$ cat src/rtl/ddo_pkg.sv
// ----------------------------------------------------------------------------
// ddo_pkg
// Shared types, opcodes and constants of the differential drive odometry block.
// ----------------------------------------------------------------------------
package ddo_pkg;

  // fixed point setup
  localparam int unsigned CORDIC_STEPS  = 24;
  localparam int unsigned POS_FRAC_BITS = 16;
  localparam int unsigned DIV_STEPS     = 58;
  localparam int unsigned CNT_W         = 6;
  localparam int unsigned CFG_IDX_W     = 8;

  localparam logic [31:0] CORDIC_GAIN = 32'd652032874;
  localparam logic [31:0] RAD_TO_BAM4 = 32'd341782638;

  // configuration register indexes
  localparam logic [CFG_IDX_W-1:0] REG_TICK_SCALE = 8'd0;
  localparam logic [CFG_IDX_W-1:0] REG_INV_TRACK  = 8'd1;

  // datapath opcodes
  localparam int unsigned OP_W = 5;
  localparam logic [OP_W-1:0] OP_NONE     = 5'd0;
  localparam logic [OP_W-1:0] OP_LOAD     = 5'd1;
  localparam logic [OP_W-1:0] OP_DL       = 5'd2;
  localparam logic [OP_W-1:0] OP_DR       = 5'd3;
  localparam logic [OP_W-1:0] OP_MEAN     = 5'd4;
  localparam logic [OP_W-1:0] OP_TH_LO    = 5'd5;
  localparam logic [OP_W-1:0] OP_TH_HI    = 5'd6;
  localparam logic [OP_W-1:0] OP_BAM_LO   = 5'd7;
  localparam logic [OP_W-1:0] OP_BAM_HI   = 5'd8;
  localparam logic [OP_W-1:0] OP_ROT_INIT = 5'd9;
  localparam logic [OP_W-1:0] OP_Q_INIT   = 5'd10;
  localparam logic [OP_W-1:0] OP_CSTEP    = 5'd11;
  localparam logic [OP_W-1:0] OP_CDONE    = 5'd12;
  localparam logic [OP_W-1:0] OP_X_LO     = 5'd13;
  localparam logic [OP_W-1:0] OP_X_HI     = 5'd14;
  localparam logic [OP_W-1:0] OP_Y_LO     = 5'd15;
  localparam logic [OP_W-1:0] OP_Y_HI     = 5'd16;
  localparam logic [OP_W-1:0] OP_HEAD     = 5'd17;
  localparam logic [OP_W-1:0] OP_VEL_INIT = 5'd18;
  localparam logic [OP_W-1:0] OP_DIV      = 5'd19;
  localparam logic [OP_W-1:0] OP_OUT      = 5'd20;

  typedef struct packed {
    logic signed [31:0] left_ticks;
    logic signed [31:0] right_ticks;
    logic [15:0]        interval_ms;
  } ddo_in_t;

  typedef struct packed {
    logic signed [31:0] pos_x;
    logic signed [31:0] pos_y;
    logic [31:0]        heading;
    logic signed [31:0] quat_z;
    logic signed [31:0] quat_w;
    logic signed [31:0] lin_vel;
    logic signed [31:0] ang_vel;
    logic               vel_valid;
  } ddo_out_t;

  typedef struct packed {
    logic [OP_W-1:0] op;
    logic [4:0]      idx;
  } ddo_cmd_t;

  typedef struct packed {
    logic d_nz;
  } ddo_stat_t;

  // arctangent of 2^-i as binary angle, 2^32 = 2*pi
  function automatic logic [31:0] atan_bam(input logic [4:0] i);
    logic [31:0] r;
    case (i)
      5'd0:    r = 32'h20000000;
      5'd1:    r = 32'h12E4051E;
      5'd2:    r = 32'h09FB385B;
      5'd3:    r = 32'h051111D4;
      5'd4:    r = 32'h028B0D43;
      5'd5:    r = 32'h0145D7E1;
      5'd6:    r = 32'h00A2F61E;
      5'd7:    r = 32'h00517C55;
      5'd8:    r = 32'h0028BE53;
      5'd9:    r = 32'h00145F2F;
      5'd10:   r = 32'h000A2F98;
      5'd11:   r = 32'h000517CC;
      5'd12:   r = 32'h00028BE6;
      5'd13:   r = 32'h000145F3;
      5'd14:   r = 32'h0000A2FA;
      5'd15:   r = 32'h0000517D;
      5'd16:   r = 32'h000028BE;
      5'd17:   r = 32'h0000145F;
      5'd18:   r = 32'h00000A30;
      5'd19:   r = 32'h00000518;
      5'd20:   r = 32'h0000028C;
      5'd21:   r = 32'h00000146;
      5'd22:   r = 32'h000000A3;
      5'd23:   r = 32'h00000051;
      5'd24:   r = 32'h00000029;
      5'd25:   r = 32'h00000014;
      5'd26:   r = 32'h0000000A;
      5'd27:   r = 32'h00000005;
      5'd28:   r = 32'h00000003;
      5'd29:   r = 32'h00000001;
      5'd30:   r = 32'h00000001;
      default: r = 32'h00000000;
    endcase
    return r;
  endfunction

endpackage

$ cat src/rtl/ddo_ctrl.sv
// ----------------------------------------------------------------------------
// ddo_ctrl
// Sequencer that steps the odometry datapath through one transaction.
// ----------------------------------------------------------------------------
module ddo_ctrl
  import ddo_pkg::*;
(
  input  logic      clk_i,
  input  logic      rst_ni,
  input  logic      in_valid_i,
  output logic      in_stall_o,
  output logic      out_valid_o,
  input  logic      out_stall_i,
  input  ddo_stat_t stat_i,
  output ddo_cmd_t  cmd_o
);

  localparam logic [4:0] ST_IDLE     = 5'd0;
  localparam logic [4:0] ST_DL       = 5'd1;
  localparam logic [4:0] ST_DR       = 5'd2;
  localparam logic [4:0] ST_MEAN     = 5'd3;
  localparam logic [4:0] ST_TH_LO    = 5'd4;
  localparam logic [4:0] ST_TH_HI    = 5'd5;
  localparam logic [4:0] ST_BAM_LO   = 5'd6;
  localparam logic [4:0] ST_BAM_HI   = 5'd7;
  localparam logic [4:0] ST_ROT_INIT = 5'd8;
  localparam logic [4:0] ST_ROT_STEP = 5'd9;
  localparam logic [4:0] ST_ROT_DONE = 5'd10;
  localparam logic [4:0] ST_X_LO     = 5'd11;
  localparam logic [4:0] ST_X_HI     = 5'd12;
  localparam logic [4:0] ST_Y_LO     = 5'd13;
  localparam logic [4:0] ST_Y_HI     = 5'd14;
  localparam logic [4:0] ST_HEAD     = 5'd15;
  localparam logic [4:0] ST_Q_INIT   = 5'd16;
  localparam logic [4:0] ST_Q_STEP   = 5'd17;
  localparam logic [4:0] ST_Q_DONE   = 5'd18;
  localparam logic [4:0] ST_VEL_INIT = 5'd19;
  localparam logic [4:0] ST_DIV      = 5'd20;
  localparam logic [4:0] ST_OUT      = 5'd21;

  localparam logic [CNT_W-1:0] CORDIC_LAST = CNT_W'(CORDIC_STEPS - 1);
  localparam logic [CNT_W-1:0] DIV_LAST    = CNT_W'(DIV_STEPS - 1);

  logic [4:0]       state_q, state_d;
  logic [CNT_W-1:0] cnt_q, cnt_d;
  logic             out_valid_q, out_valid_d;
  logic             out_free;

  assign out_free    = !(out_valid_q && out_stall_i);
  assign in_stall_o  = (state_q != ST_IDLE);
  assign out_valid_o = out_valid_q;

  // next state and command decode
  always_comb begin
    state_d     = state_q;
    cnt_d       = cnt_q;
    out_valid_d = out_valid_q && out_stall_i;
    cmd_o.op    = OP_NONE;
    cmd_o.idx   = cnt_q[4:0];
    case (state_q)
      ST_IDLE: begin
        if (in_valid_i) begin
          cmd_o.op = OP_LOAD;
          state_d  = ST_DL;
        end
      end
      ST_DL: begin
        cmd_o.op = OP_DL;
        state_d  = ST_DR;
      end
      ST_DR: begin
        cmd_o.op = OP_DR;
        state_d  = ST_MEAN;
      end
      ST_MEAN: begin
        cmd_o.op = OP_MEAN;
        state_d  = ST_TH_LO;
      end
      ST_TH_LO: begin
        cmd_o.op = OP_TH_LO;
        state_d  = ST_TH_HI;
      end
      ST_TH_HI: begin
        cmd_o.op = OP_TH_HI;
        state_d  = ST_BAM_LO;
      end
      ST_BAM_LO: begin
        cmd_o.op = OP_BAM_LO;
        state_d  = ST_BAM_HI;
      end
      ST_BAM_HI: begin
        cmd_o.op = OP_BAM_HI;
        state_d  = stat_i.d_nz ? ST_ROT_INIT : ST_HEAD;
      end
      ST_ROT_INIT: begin
        cmd_o.op = OP_ROT_INIT;
        cnt_d    = '0;
        state_d  = ST_ROT_STEP;
      end
      ST_ROT_STEP: begin
        cmd_o.op = OP_CSTEP;
        cnt_d    = cnt_q + 1'b1;
        if (cnt_q == CORDIC_LAST) begin
          state_d = ST_ROT_DONE;
        end
      end
      ST_ROT_DONE: begin
        cmd_o.op = OP_CDONE;
        state_d  = ST_X_LO;
      end
      ST_X_LO: begin
        cmd_o.op = OP_X_LO;
        state_d  = ST_X_HI;
      end
      ST_X_HI: begin
        cmd_o.op = OP_X_HI;
        state_d  = ST_Y_LO;
      end
      ST_Y_LO: begin
        cmd_o.op = OP_Y_LO;
        state_d  = ST_Y_HI;
      end
      ST_Y_HI: begin
        cmd_o.op = OP_Y_HI;
        state_d  = ST_HEAD;
      end
      ST_HEAD: begin
        cmd_o.op = OP_HEAD;
        state_d  = ST_Q_INIT;
      end
      ST_Q_INIT: begin
        cmd_o.op = OP_Q_INIT;
        cnt_d    = '0;
        state_d  = ST_Q_STEP;
      end
      ST_Q_STEP: begin
        cmd_o.op = OP_CSTEP;
        cnt_d    = cnt_q + 1'b1;
        if (cnt_q == CORDIC_LAST) begin
          state_d = ST_Q_DONE;
        end
      end
      ST_Q_DONE: begin
        cmd_o.op = OP_CDONE;
        state_d  = ST_VEL_INIT;
      end
      ST_VEL_INIT: begin
        cmd_o.op = OP_VEL_INIT;
        cnt_d    = '0;
        state_d  = ST_DIV;
      end
      ST_DIV: begin
        cmd_o.op = OP_DIV;
        cnt_d    = cnt_q + 1'b1;
        if (cnt_q == DIV_LAST) begin
          state_d = ST_OUT;
        end
      end
      ST_OUT: begin
        if (out_free) begin
          cmd_o.op    = OP_OUT;
          out_valid_d = 1'b1;
          state_d     = ST_IDLE;
        end
      end
      default: begin
        state_d = ST_IDLE;
      end
    endcase
  end

  // control registers
  always_ff @(posedge clk_i or negedge rst_ni) begin
    if (!rst_ni) begin
      state_q     <= ST_IDLE;
      cnt_q       <= '0;
      out_valid_q <= 1'b0;
    end else begin
      state_q     <= state_d;
      cnt_q       <= cnt_d;
      out_valid_q <= out_valid_d;
    end
  end

endmodule

$ cat config.mk
export PLATFORM = sky130hd
export DESIGN_NAME = ddo_ctrl
export DESIGN_NICKNAME = d
export VERILOG_FILES = /design/src/rtl/ddo_pkg.sv /design/src/rtl/ddo_ctrl.sv
export SDC_FILE = /design/constraint.sdc
export NUM_CORES = 1
export LEC_CHECK = 0
export ABC_AREA = 1
export BUFFER_PORTS_ARGS = -buffer_cell sky130_fd_sc_hd__buf_2
export CORE_ASPECT_RATIO = 0.8
export CORE_UTILIZATION = 46
export CTS_CLUSTER_DIAMETER = 60
export DETAILED_ROUTE_END_ITERATION = 10
export GPL_ROUTABILITY_DRIVEN = 0
export GPL_TIMING_DRIVEN = 0
export HOLD_SLACK_MARGIN = 0.15
export PLACE_DENSITY = 0.63
export REMOVE_ABC_BUFFERS = 1
export SYNTH_ARGS = -nofsm -noshare
export SYNTH_HDL_FRONTEND = slang
export SYNTH_SLANG_ARGS = --single-unit
$ cat constraint.sdc
create_clock -name clk_i -period 2.3 [get_ports clk_i]
set_input_delay 0.345 -clock clk_i [delete_from_list [all_inputs] [get_ports clk_i]]
set_output_delay 0.345 -clock clk_i [all_outputs]
set_load 0.02 [all_outputs]
==> impl_metrics.prom, run 1 <==
# TYPE chip_impl_metric gauge
chip_impl_info{name="critPathLaunchType",value="flip-flop"} 1
chip_impl_metric{name="synthDistinctLibCells",unit=""} 25
chip_impl_metric{name="timing.critical_path.required",unit="ns"} 1.96
chip_impl_metric{name="drtAntennaViolNets",unit=""} 0
chip_impl_info{name="cpMaxStageDelayCell",value="dfrtp_1"} 1
chip_impl_metric{name="drv_cap",unit=""} 0
chip_impl_metric{name="die_ar",unit="sq um"} 2600
chip_impl_metric{name="synth.avg_cell_area",unit="sq um"} 6.23
chip_impl_metric{name="timing.slew.headroom",unit="%"} 76.4
chip_impl_info{name="rsz_0062_raised_after_global_routing",value="no"} 1
chip_impl_metric{name="post_synth_mux_area_share",unit="%"} 0
chip_impl_metric{name="final-hold-violation-count",unit=""} 0
chip_impl_metric{name="route.final.wire_length",unit="um"} 2550
chip_impl_metric{name="iteration_0_drc_markers",unit=""} 74
chip_impl_metric{name="antenna_cells_inserted",unit=""} 0
chip_impl_metric{name="first_pass_grt_wire_length",unit="um"} 4070
chip_impl_metric{name="p_leak",unit="nW"} 0.676
chip_impl_metric{name="worst_ep_arrival_time",unit="ns"} 1.79
chip_impl_metric{name="placeableCoreArea",unit="sq um"} 2210
chip_impl_info{name="worst_r2r_startpoint",value="state_q[4]"} 1
chip_impl_metric{name="drive_above_1_share",unit="%"} 18.5
chip_impl_info{name="synth_top_cell_by_area",value="dfrtp_1"} 1
chip_impl_metric{name="cpPeakStageDelay",unit="ns"} 0.55
chip_impl_info{name="status",value="finished, violations left"} 1
chip_impl_metric{name="timing.hold.ws",unit="ns"} 0.320
chip_impl_info{name="critPathKind",value="reg -> out"} 1
chip_impl_info{name="mostFrequentLayoutCell",value="nand2_1"} 1
chip_impl_metric{name="clock_sink_count",unit=""} 12
chip_impl_metric{name="transition_time_at_the_pin_with_the_least_slew_margin",unit="ns"} 0.354
chip_impl_metric{name="synth.cell_area",unit="sq um"} 1100
chip_impl_metric{name="portBuffers",unit=""} 16
chip_impl_metric{name="fmaxAchievable",unit="MHz"} 468
chip_impl_info{name="synth.top_cells.by_area",value="dfrtp_1 27%, nand2_1 18%, nor2_1 9.5%"} 1
chip_impl_metric{name="synthDominantCellAreaShare",unit="%"} 27.2
chip_impl_info{name="cts_tree",value="built"} 1
chip_impl_metric{name="cts_htree_levels",unit=""} 1
chip_impl_metric{name="synth_simple_gate_area_share",unit="%"} 46.5
chip_impl_info{name="timing.critical_path.from",value="state_q[2]"} 1
chip_impl_info{name="min_from",value="out_stall_i"} 1
chip_impl_info{name="min_path_type",value="in -> reg"} 1
chip_impl_metric{name="clock_skew",unit="ns"} 0.00887
chip_impl_info{name="failed_checks",value="DRC"} 1
chip_impl_metric{name="clkLatencyLatePin",unit="ns"} 0.28
chip_impl_metric{name="totalNegativeSetupSlack",unit="ns"} 0
chip_impl_metric{name="area_growth_syn_to_layout",unit="%"} 7.60
chip_impl_metric{name="critPathBufInv",unit=""} 3
chip_impl_metric{name="number_of_instances_in_the_synthesized_netlist",unit=""} 177
chip_impl_info{name="layout_common_cells",value="53 x nand2_1, 28 x nor2_1, 20 x nand3_1, 17 x inv_1, 16 x buf_2"} 1
chip_impl_metric{name="cp_max_fo",unit=""} 8
chip_impl_metric{name="grt-ovfl-total",unit=""} 0
chip_impl_metric{name="groute.usage.overall",unit="%"} 21.0
chip_impl_metric{name="synth-xor-area-share",unit="%"} 0.794
chip_impl_info{name="cp_top_family",value="flip-flops"} 1
chip_impl_metric{name="total_cts_buffers",unit=""} 3
chip_impl_metric{name="post_synthesis_compound_gate_area_fraction",unit="%"} 9.07
chip_impl_metric{name="antenna_violations_before_repair",unit=""} 0
chip_impl_metric{name="detailedPlacementHpwl",unit="um"} 2050
chip_impl_metric{name="final_max_slew_viol_count",unit=""} 0
chip_impl_metric{name="synth.yosys.seq_area_share",unit="%"} 27.2
chip_impl_info{name="cp_capture_type",value="output pin"} 1
chip_impl_metric{name="power-per-cell-area",unit="nW/um^2"} 1210
chip_impl_metric{name="synth-seq-cells",unit=""} 12
chip_impl_metric{name="fillCellCount",unit=""} 226
chip_impl_info{name="crit_path_cell_trace",value="inv_2 -> nor2_2 -> nand3_1 -> o21ai_1 -> inv_1 -> o211ai_1 -> buf_2"} 1
chip_impl_metric{name="vdd_ir_drop_max",unit="mV"} 0.490
chip_impl_metric{name="final_net_count",unit=""} 197
chip_impl_metric{name="clk_pin_slew",unit="ns"} 0.08
chip_impl_metric{name="viasPerCell",unit=""} 5.28
chip_impl_metric{name="yosys_warnings",unit=""} 0
chip_impl_metric{name="die-height",unit="um"} 45.8
chip_impl_metric{name="timing.final.crit_share",unit="%"} 92.9
chip_impl_metric{name="ctsLongestPathBuffers",unit=""} 2
chip_impl_info{name="main_combinational_cell_family_by_area_after_synthesis",value="simple AND/OR/NAND/NOR gates"} 1
chip_impl_metric{name="initial_utilization",unit="%"} 49.8
chip_impl_metric{name="drc_errors",unit=""} 4
chip_impl_metric{name="final_core_utilization",unit="%"} 53.6
chip_impl_metric{name="number_of_iterations_in_the_first_detailed_routing_pass",unit=""} 7
chip_impl_metric{name="rows",unit=""} 15
chip_impl_metric{name="die_x",unit="um"} 56.8
chip_impl_metric{name="layout_min_cycle_time",unit="ns"} 2.14
chip_impl_metric{name="via_count",unit=""} 1129
chip_impl_metric{name="post-cts-setup-buffers",unit=""} 0
chip_impl_metric{name="register_area",unit="sq um"} 300
chip_impl_metric{name="finalSetupViolCount",unit=""} 0
chip_impl_metric{name="multi_input_area",unit="sq um"} 652
chip_impl_metric{name="adder_cell_fraction_of_synth_area",unit="%"} 2.27
chip_impl_metric{name="pin_count_of_the_biggest_net_entering_global_routing",unit=""} 13
chip_impl_metric{name="vias_in_the_first_global_route",unit=""} 907
chip_impl_metric{name="pin_count",unit=""} 17
chip_impl_info{name="clock_tree.root_cell",value="clkbuf_4"} 1
chip_impl_metric{name="route.detailed.wl_per_inst",unit="um"} 11.9
==> state kept, by name (all words and copies together) (netlist names) <==
signal and count:
cnt_q 6, out_valid_o 1, state_q 5
==> logic make-up after synthesis <==
kind of cell,after synthesis
compound gates,16
flops,12
xor+xnor,1
fa+ha+maj,2
simple gates,117
buf+inv,29
==> per-layer routing <==
layer | GRT usage (%) | wire length, um
met5 | 0 | 0
met4 | 2.93 | 0
met3 | 4.83 | 255
met2 | 30.7 | 1050
met1 | 32.1 | 1250
==> power breakdown <==
group          leakage (nW)  switching [mW]  internal, mW  total (mW)
Clock                0.0210          0.0742        0.0962       0.170
Sequential            0.160           0.110         0.266       0.376
Combinational         0.495           0.597         0.288       0.886
Total                 0.676           0.782         0.650        1.43
==> Yosys cell counts <==
cell	count
a21oi_1	4
buf_4	6
buf_6	3
dfrtp_1	12
ha_1	2
inv_1	17
inv_2	2
inv_4	1
nand2_1	53
nand2_2	2
nand3_1	20
nand3_2	1
nand3b_1	1
nand4_1	5
nor2_1	28
nor2_2	4
nor2_4	1
nor3_1	1
o211ai_1	3
o21ai_0	4
o21ai_1	1
o21ai_2	3
o22ai_1	1
or2_2	1
xor2_1	1
==> area by class of cell <==
class	count	share of cell area, %
inverter	20	6.53
tap	25	2.63
multi-input combinational	136	54.9
sequential	12	25.3
clock buffer	4	3.06
timing repair buffer	17	7.59
==> worst min-delay path: stages <==
cell	delay (ns)
buf_2	0.07
nand2_1	0.07
o21ai_0	0.08
==> final timing paths <==
path	to	slack (ns)	cells after the start
setup / recovery	cmd_o[9]	0.16	7
hold reg to reg	out_valid_o	0.53	2
min in group asynchronous	cnt_q[5]	0.46	2
hold / removal	out_valid_o	0.32	3
max in group asynchronous	state_q[1]	1.62	2
setup reg to reg	cnt_q[5]	0.74	9
==> per-stage QoR <==
stage	total power [mW]	cells	worst slack (ns)	instance area (sq um)
after global routing	1.57	214	0.0459	1190
after CTS	1.43	214	0.0119	1180
after global placement	1.25	209	0.301	1140
after detailed placement	1.25	209	0.326	1140
after floorplan	1.01	168	0.582	1020
final	1.43	214	0.164	1190
==> repair_timing <==
item                                   4_1_cts  5_1_grt
endpoints found under the hold margin       12        0
setup endpoints to repair                    0        1
hold buffers                                 1        0
resized for setup                            0        1
Power figures use the tool's default switching activity.
==> run 2, diff against run 1 <==
--- a/config.mk
+++ b/config.mk
@@ -14,6 +14,7 @@
 export GPL_ROUTABILITY_DRIVEN = 0
 export GPL_TIMING_DRIVEN = 0
 export HOLD_SLACK_MARGIN = 0.15
+export MAX_ROUTING_LAYER = met4
 export PLACE_DENSITY = 0.63
 export REMOVE_ABC_BUFFERS = 1
 export SYNTH_ARGS = -nofsm -noshare
==> constraint.sdc (replaced) <==
create_clock -name clk_i -period 2.7 [get_ports clk_i]
set_input_delay 0.405 -clock clk_i [delete_from_list [all_inputs] [get_ports clk_i]]
set_output_delay 0.405 -clock clk_i [all_outputs]
set_load 0.02 [all_outputs]
==> run 2 against run 1 <==
Against the previous run:
- the run still ends with DRC left
- utilization fell by 0.23 points
- first-iteration DRC count stayed put
- count of clock-buffer cells in the layout unchanged
- final area decreased by 0.42%
- largest power group unchanged
- clock power fell by 15%
- global-route usage rose by 0.66 points
- highest routed layer unchanged
==> impl_metrics.prom, run 2 (synthesis results as in run 1) <==
# TYPE chip_impl_metric gauge
chip_impl_info{name="status",value="finished, violations left"} 1
chip_impl_info{name="failed_checks",value="DRC"} 1
chip_impl_metric{name="antenna_violations_before_repair",unit=""} 0
chip_impl_metric{name="drive_above_1_share",unit="%"} 18.5
chip_impl_metric{name="cts_htree_levels",unit=""} 1
chip_impl_metric{name="clock_skew",unit="ns"} 0.00896
chip_impl_metric{name="iteration_0_drc_markers",unit=""} 74
chip_impl_info{name="clock_tree.root_cell",value="clkbuf_4"} 1
chip_impl_metric{name="multi_input_area",unit="sq um"} 647
chip_impl_metric{name="timing.slew.headroom",unit="%"} 68.2
chip_impl_metric{name="layout_min_cycle_time",unit="ns"} 2.33
chip_impl_metric{name="regToRegSetupSlack",unit="ns"} 0.98
chip_impl_metric{name="transition_time_at_the_pin_with_the_least_slew_margin",unit="ns"} 0.477
chip_impl_info{name="crit_path_cell_trace",value="inv_4 -> nand2_2 -> nor2_2 -> nand2_1 -> nand2_2 -> nor2_2 -> o211ai_1 -> buf_2"} 1
chip_impl_metric{name="post_cts_hold_buffer_count",unit=""} 1
chip_impl_metric{name="largest_register_ffs",unit=""} 6
chip_impl_metric{name="gr-usage-met1",unit="%"} 32.4
chip_impl_metric{name="grt-ovfl-total",unit=""} 0
chip_impl_metric{name="groute.usage.overall",unit="%"} 21.7
chip_impl_metric{name="timing.final.crit_share",unit="%"} 86.4
chip_impl_metric{name="final_core_utilization",unit="%"} 53.4
chip_impl_metric{name="worst-r2r-cell-count",unit=""} 9
chip_impl_metric{name="met2_usage",unit="%"} 30.7
chip_impl_metric{name="stdcell_area",unit="sq um"} 1180
chip_impl_info{name="cp_capture_type",value="output pin"} 1
chip_impl_metric{name="antenna_cells_inserted",unit=""} 0
chip_impl_metric{name="timing.critical_path.required",unit="ns"} 2.30
chip_impl_metric{name="number_of_iterations_in_the_first_detailed_routing_pass",unit=""} 7
chip_impl_metric{name="rows",unit=""} 15
chip_impl_metric{name="post_cts.resized_instances",unit=""} 0
chip_impl_metric{name="cpPeakStageDelay",unit="ns"} 0.54
chip_impl_metric{name="p_leak",unit="nW"} 0.674
chip_impl_metric{name="portBuffers",unit=""} 16
chip_impl_metric{name="clkLatencyLatePin",unit="ns"} 0.28
chip_impl_metric{name="route.detailed.wl_per_inst",unit="um"} 11.9
chip_impl_metric{name="die-height",unit="um"} 45.8
chip_impl_metric{name="power.sequential.fraction",unit="%"} 26.4
chip_impl_metric{name="pin_count_of_the_biggest_net_entering_global_routing",unit=""} 13
chip_impl_metric{name="first_pass_grt_wire_length",unit="um"} 4070
chip_impl_metric{name="drv_cap",unit=""} 0
chip_impl_metric{name="post-cts-setup-buffers",unit=""} 0
chip_impl_metric{name="total_cts_buffers",unit=""} 3
chip_impl_metric{name="grt_util_met3",unit="%"} 4.26
chip_impl_info{name="worst_r2r_startpoint",value="state_q[4]"} 1
chip_impl_metric{name="drtAntennaViolNets",unit=""} 0
chip_impl_info{name="top_register",value="cnt_q"} 1
chip_impl_metric{name="register_area",unit="sq um"} 300
chip_impl_metric{name="fmaxAchievable",unit="MHz"} 429
chip_impl_info{name="worstHoldEndpoint",value="out_valid_o"} 1
chip_impl_metric{name="final_max_slew_viol_count",unit=""} 0
chip_impl_metric{name="ctsLongestPathBuffers",unit=""} 2
chip_impl_info{name="cts_tree",value="built"} 1
chip_impl_info{name="cpMaxStageDelayCell",value="dfrtp_1"} 1
chip_impl_metric{name="die_ar",unit="sq um"} 2600
chip_impl_info{name="worstReg2RegEnd",value="cnt_q[5]"} 1
chip_impl_metric{name="power.share.clock",unit="%"} 11.9
chip_impl_metric{name="viasPerCell",unit=""} 5.28
chip_impl_metric{name="cell_internal_pwr",unit="uW"} 553
chip_impl_metric{name="area_growth_syn_to_layout",unit="%"} 7.14
chip_impl_metric{name="drc_errors",unit=""} 4
chip_impl_metric{name="die_x",unit="um"} 56.8
chip_impl_info{name="critPathLaunchType",value="flip-flop"} 1
chip_impl_metric{name="placeableCoreArea",unit="sq um"} 2210
chip_impl_info{name="critPathKind",value="reg -> out"} 1
chip_impl_metric{name="power-per-cell-area",unit="nW/um^2"} 1030
chip_impl_metric{name="vdd_ir_drop_max",unit="mV"} 0.417
chip_impl_metric{name="via_count",unit=""} 1129
chip_impl_metric{name="worst_ep_arrival_time",unit="ns"} 1.93
chip_impl_metric{name="final-hold-violation-count",unit=""} 0
chip_impl_metric{name="pin_count",unit=""} 17
chip_impl_metric{name="timing.hold.worst_path_depth",unit=""} 3
chip_impl_metric{name="fillCellCount",unit=""} 226
chip_impl_metric{name="power.net_switching",unit="uW"} 665
chip_impl_metric{name="route.final.wire_length",unit="um"} 2560
chip_impl_info{name="mostFrequentLayoutCell",value="nand2_1"} 1
chip_impl_metric{name="vias_in_the_first_global_route",unit=""} 907
chip_impl_info{name="min_path_type",value="in -> reg"} 1
chip_impl_metric{name="detailedPlacementHpwl",unit="um"} 2050
chip_impl_info{name="min_from",value="out_stall_i"} 1
chip_impl_metric{name="totalNegativeSetupSlack",unit="ns"} 0
chip_impl_metric{name="share_comb_of_total_power",unit="%"} 61.7
chip_impl_metric{name="final_net_count",unit=""} 197
chip_impl_metric{name="clock_sink_count",unit=""} 12
chip_impl_info{name="rsz_0062_raised_after_global_routing",value="no"} 1
chip_impl_metric{name="postPlaceCellArea",unit="sq um"} 1140
chip_impl_metric{name="cp_max_fo",unit=""} 11
chip_impl_metric{name="clk_pin_slew",unit="ns"} 0.08
chip_impl_metric{name="initial_utilization",unit="%"} 49.8
chip_impl_info{name="busiest_layer",value="met1"} 1
chip_impl_metric{name="fraction_of_power_spent_switching_nets",unit="%"} 54.6
chip_impl_info{name="layout_common_cells",value="53 x nand2_1, 28 x nor2_1, 20 x nand3_1, 17 x inv_1, 16 x buf_2"} 1
chip_impl_metric{name="finalSetupViolCount",unit=""} 0
run 2: critical path: cells and delay by family (launching register included):
kind,cells,cell delay [ns]
flops,1,0.54
compound gates,1,0.16
simple gates,5,0.66
buf+inv,2,0.28
run 2: cell type report:
type,instances,area share (%)
multi-input cells,136,54.7
flip-flops and latches,12,25.4
repair buffers,17,7.62
inverters,20,6.56
clock buffers,4,3.07
well taps,25,2.65
run 2: worst max-delay path by stage:
stage          startpoint        to  slack [ns]  cells past startpoint
5_1_grt        state_q[4]  cmd_o[5]        0.20                      8
3_5_place_dp   state_q[4]  cmd_o[5]        0.67                      8
6_report       state_q[4]  cmd_o[5]        0.37                      8
2_1_floorplan  state_q[4]  cmd_o[5]        0.92                      7
4_1_cts        state_q[4]  cmd_o[5]        0.35                      8
3_3_place_gp   state_q[4]  cmd_o[5]        0.64                      8
run 2: stage by stage:
step / worst slack (ns) / cells / hold WS (ns) / total power, mW
5_1_grt: 0.199 / 214 / 0.392 / 1.33
6_report: 0.367 / 214 / 0.380 / 1.22
3_3_place_gp: 0.641 / 209 / 0.299 / 1.06
3_5_place_dp: 0.666 / 209 / 0.298 / 1.06
2_1_floorplan: 0.922 / 168 / 0.109 / 0.861
4_1_cts: 0.352 / 214 / 0.376 / 1.22
run 2: power by group through the flow:
stage	registers (mW)	logic [mW]	clock network, mW
detailed placement	0.320	0.744	0
finish	0.321	0.752	0.145
global route	0.328	0.842	0.161
floorplan	0.319	0.543	0
CTS	0.316	0.749	0.153
global placement	0.317	0.745	0
run 2: metal layers:
| metal | share of wire [%] | vias to the layer above |
|---|---|---|
| met5 | 0 | - |
| met4 | 0 | 0 |
| met3 | 8.6 | 0 |
| met2 | 41 | 47 |
| met1 | 50 | 490 |
| li1 | - | 592 |
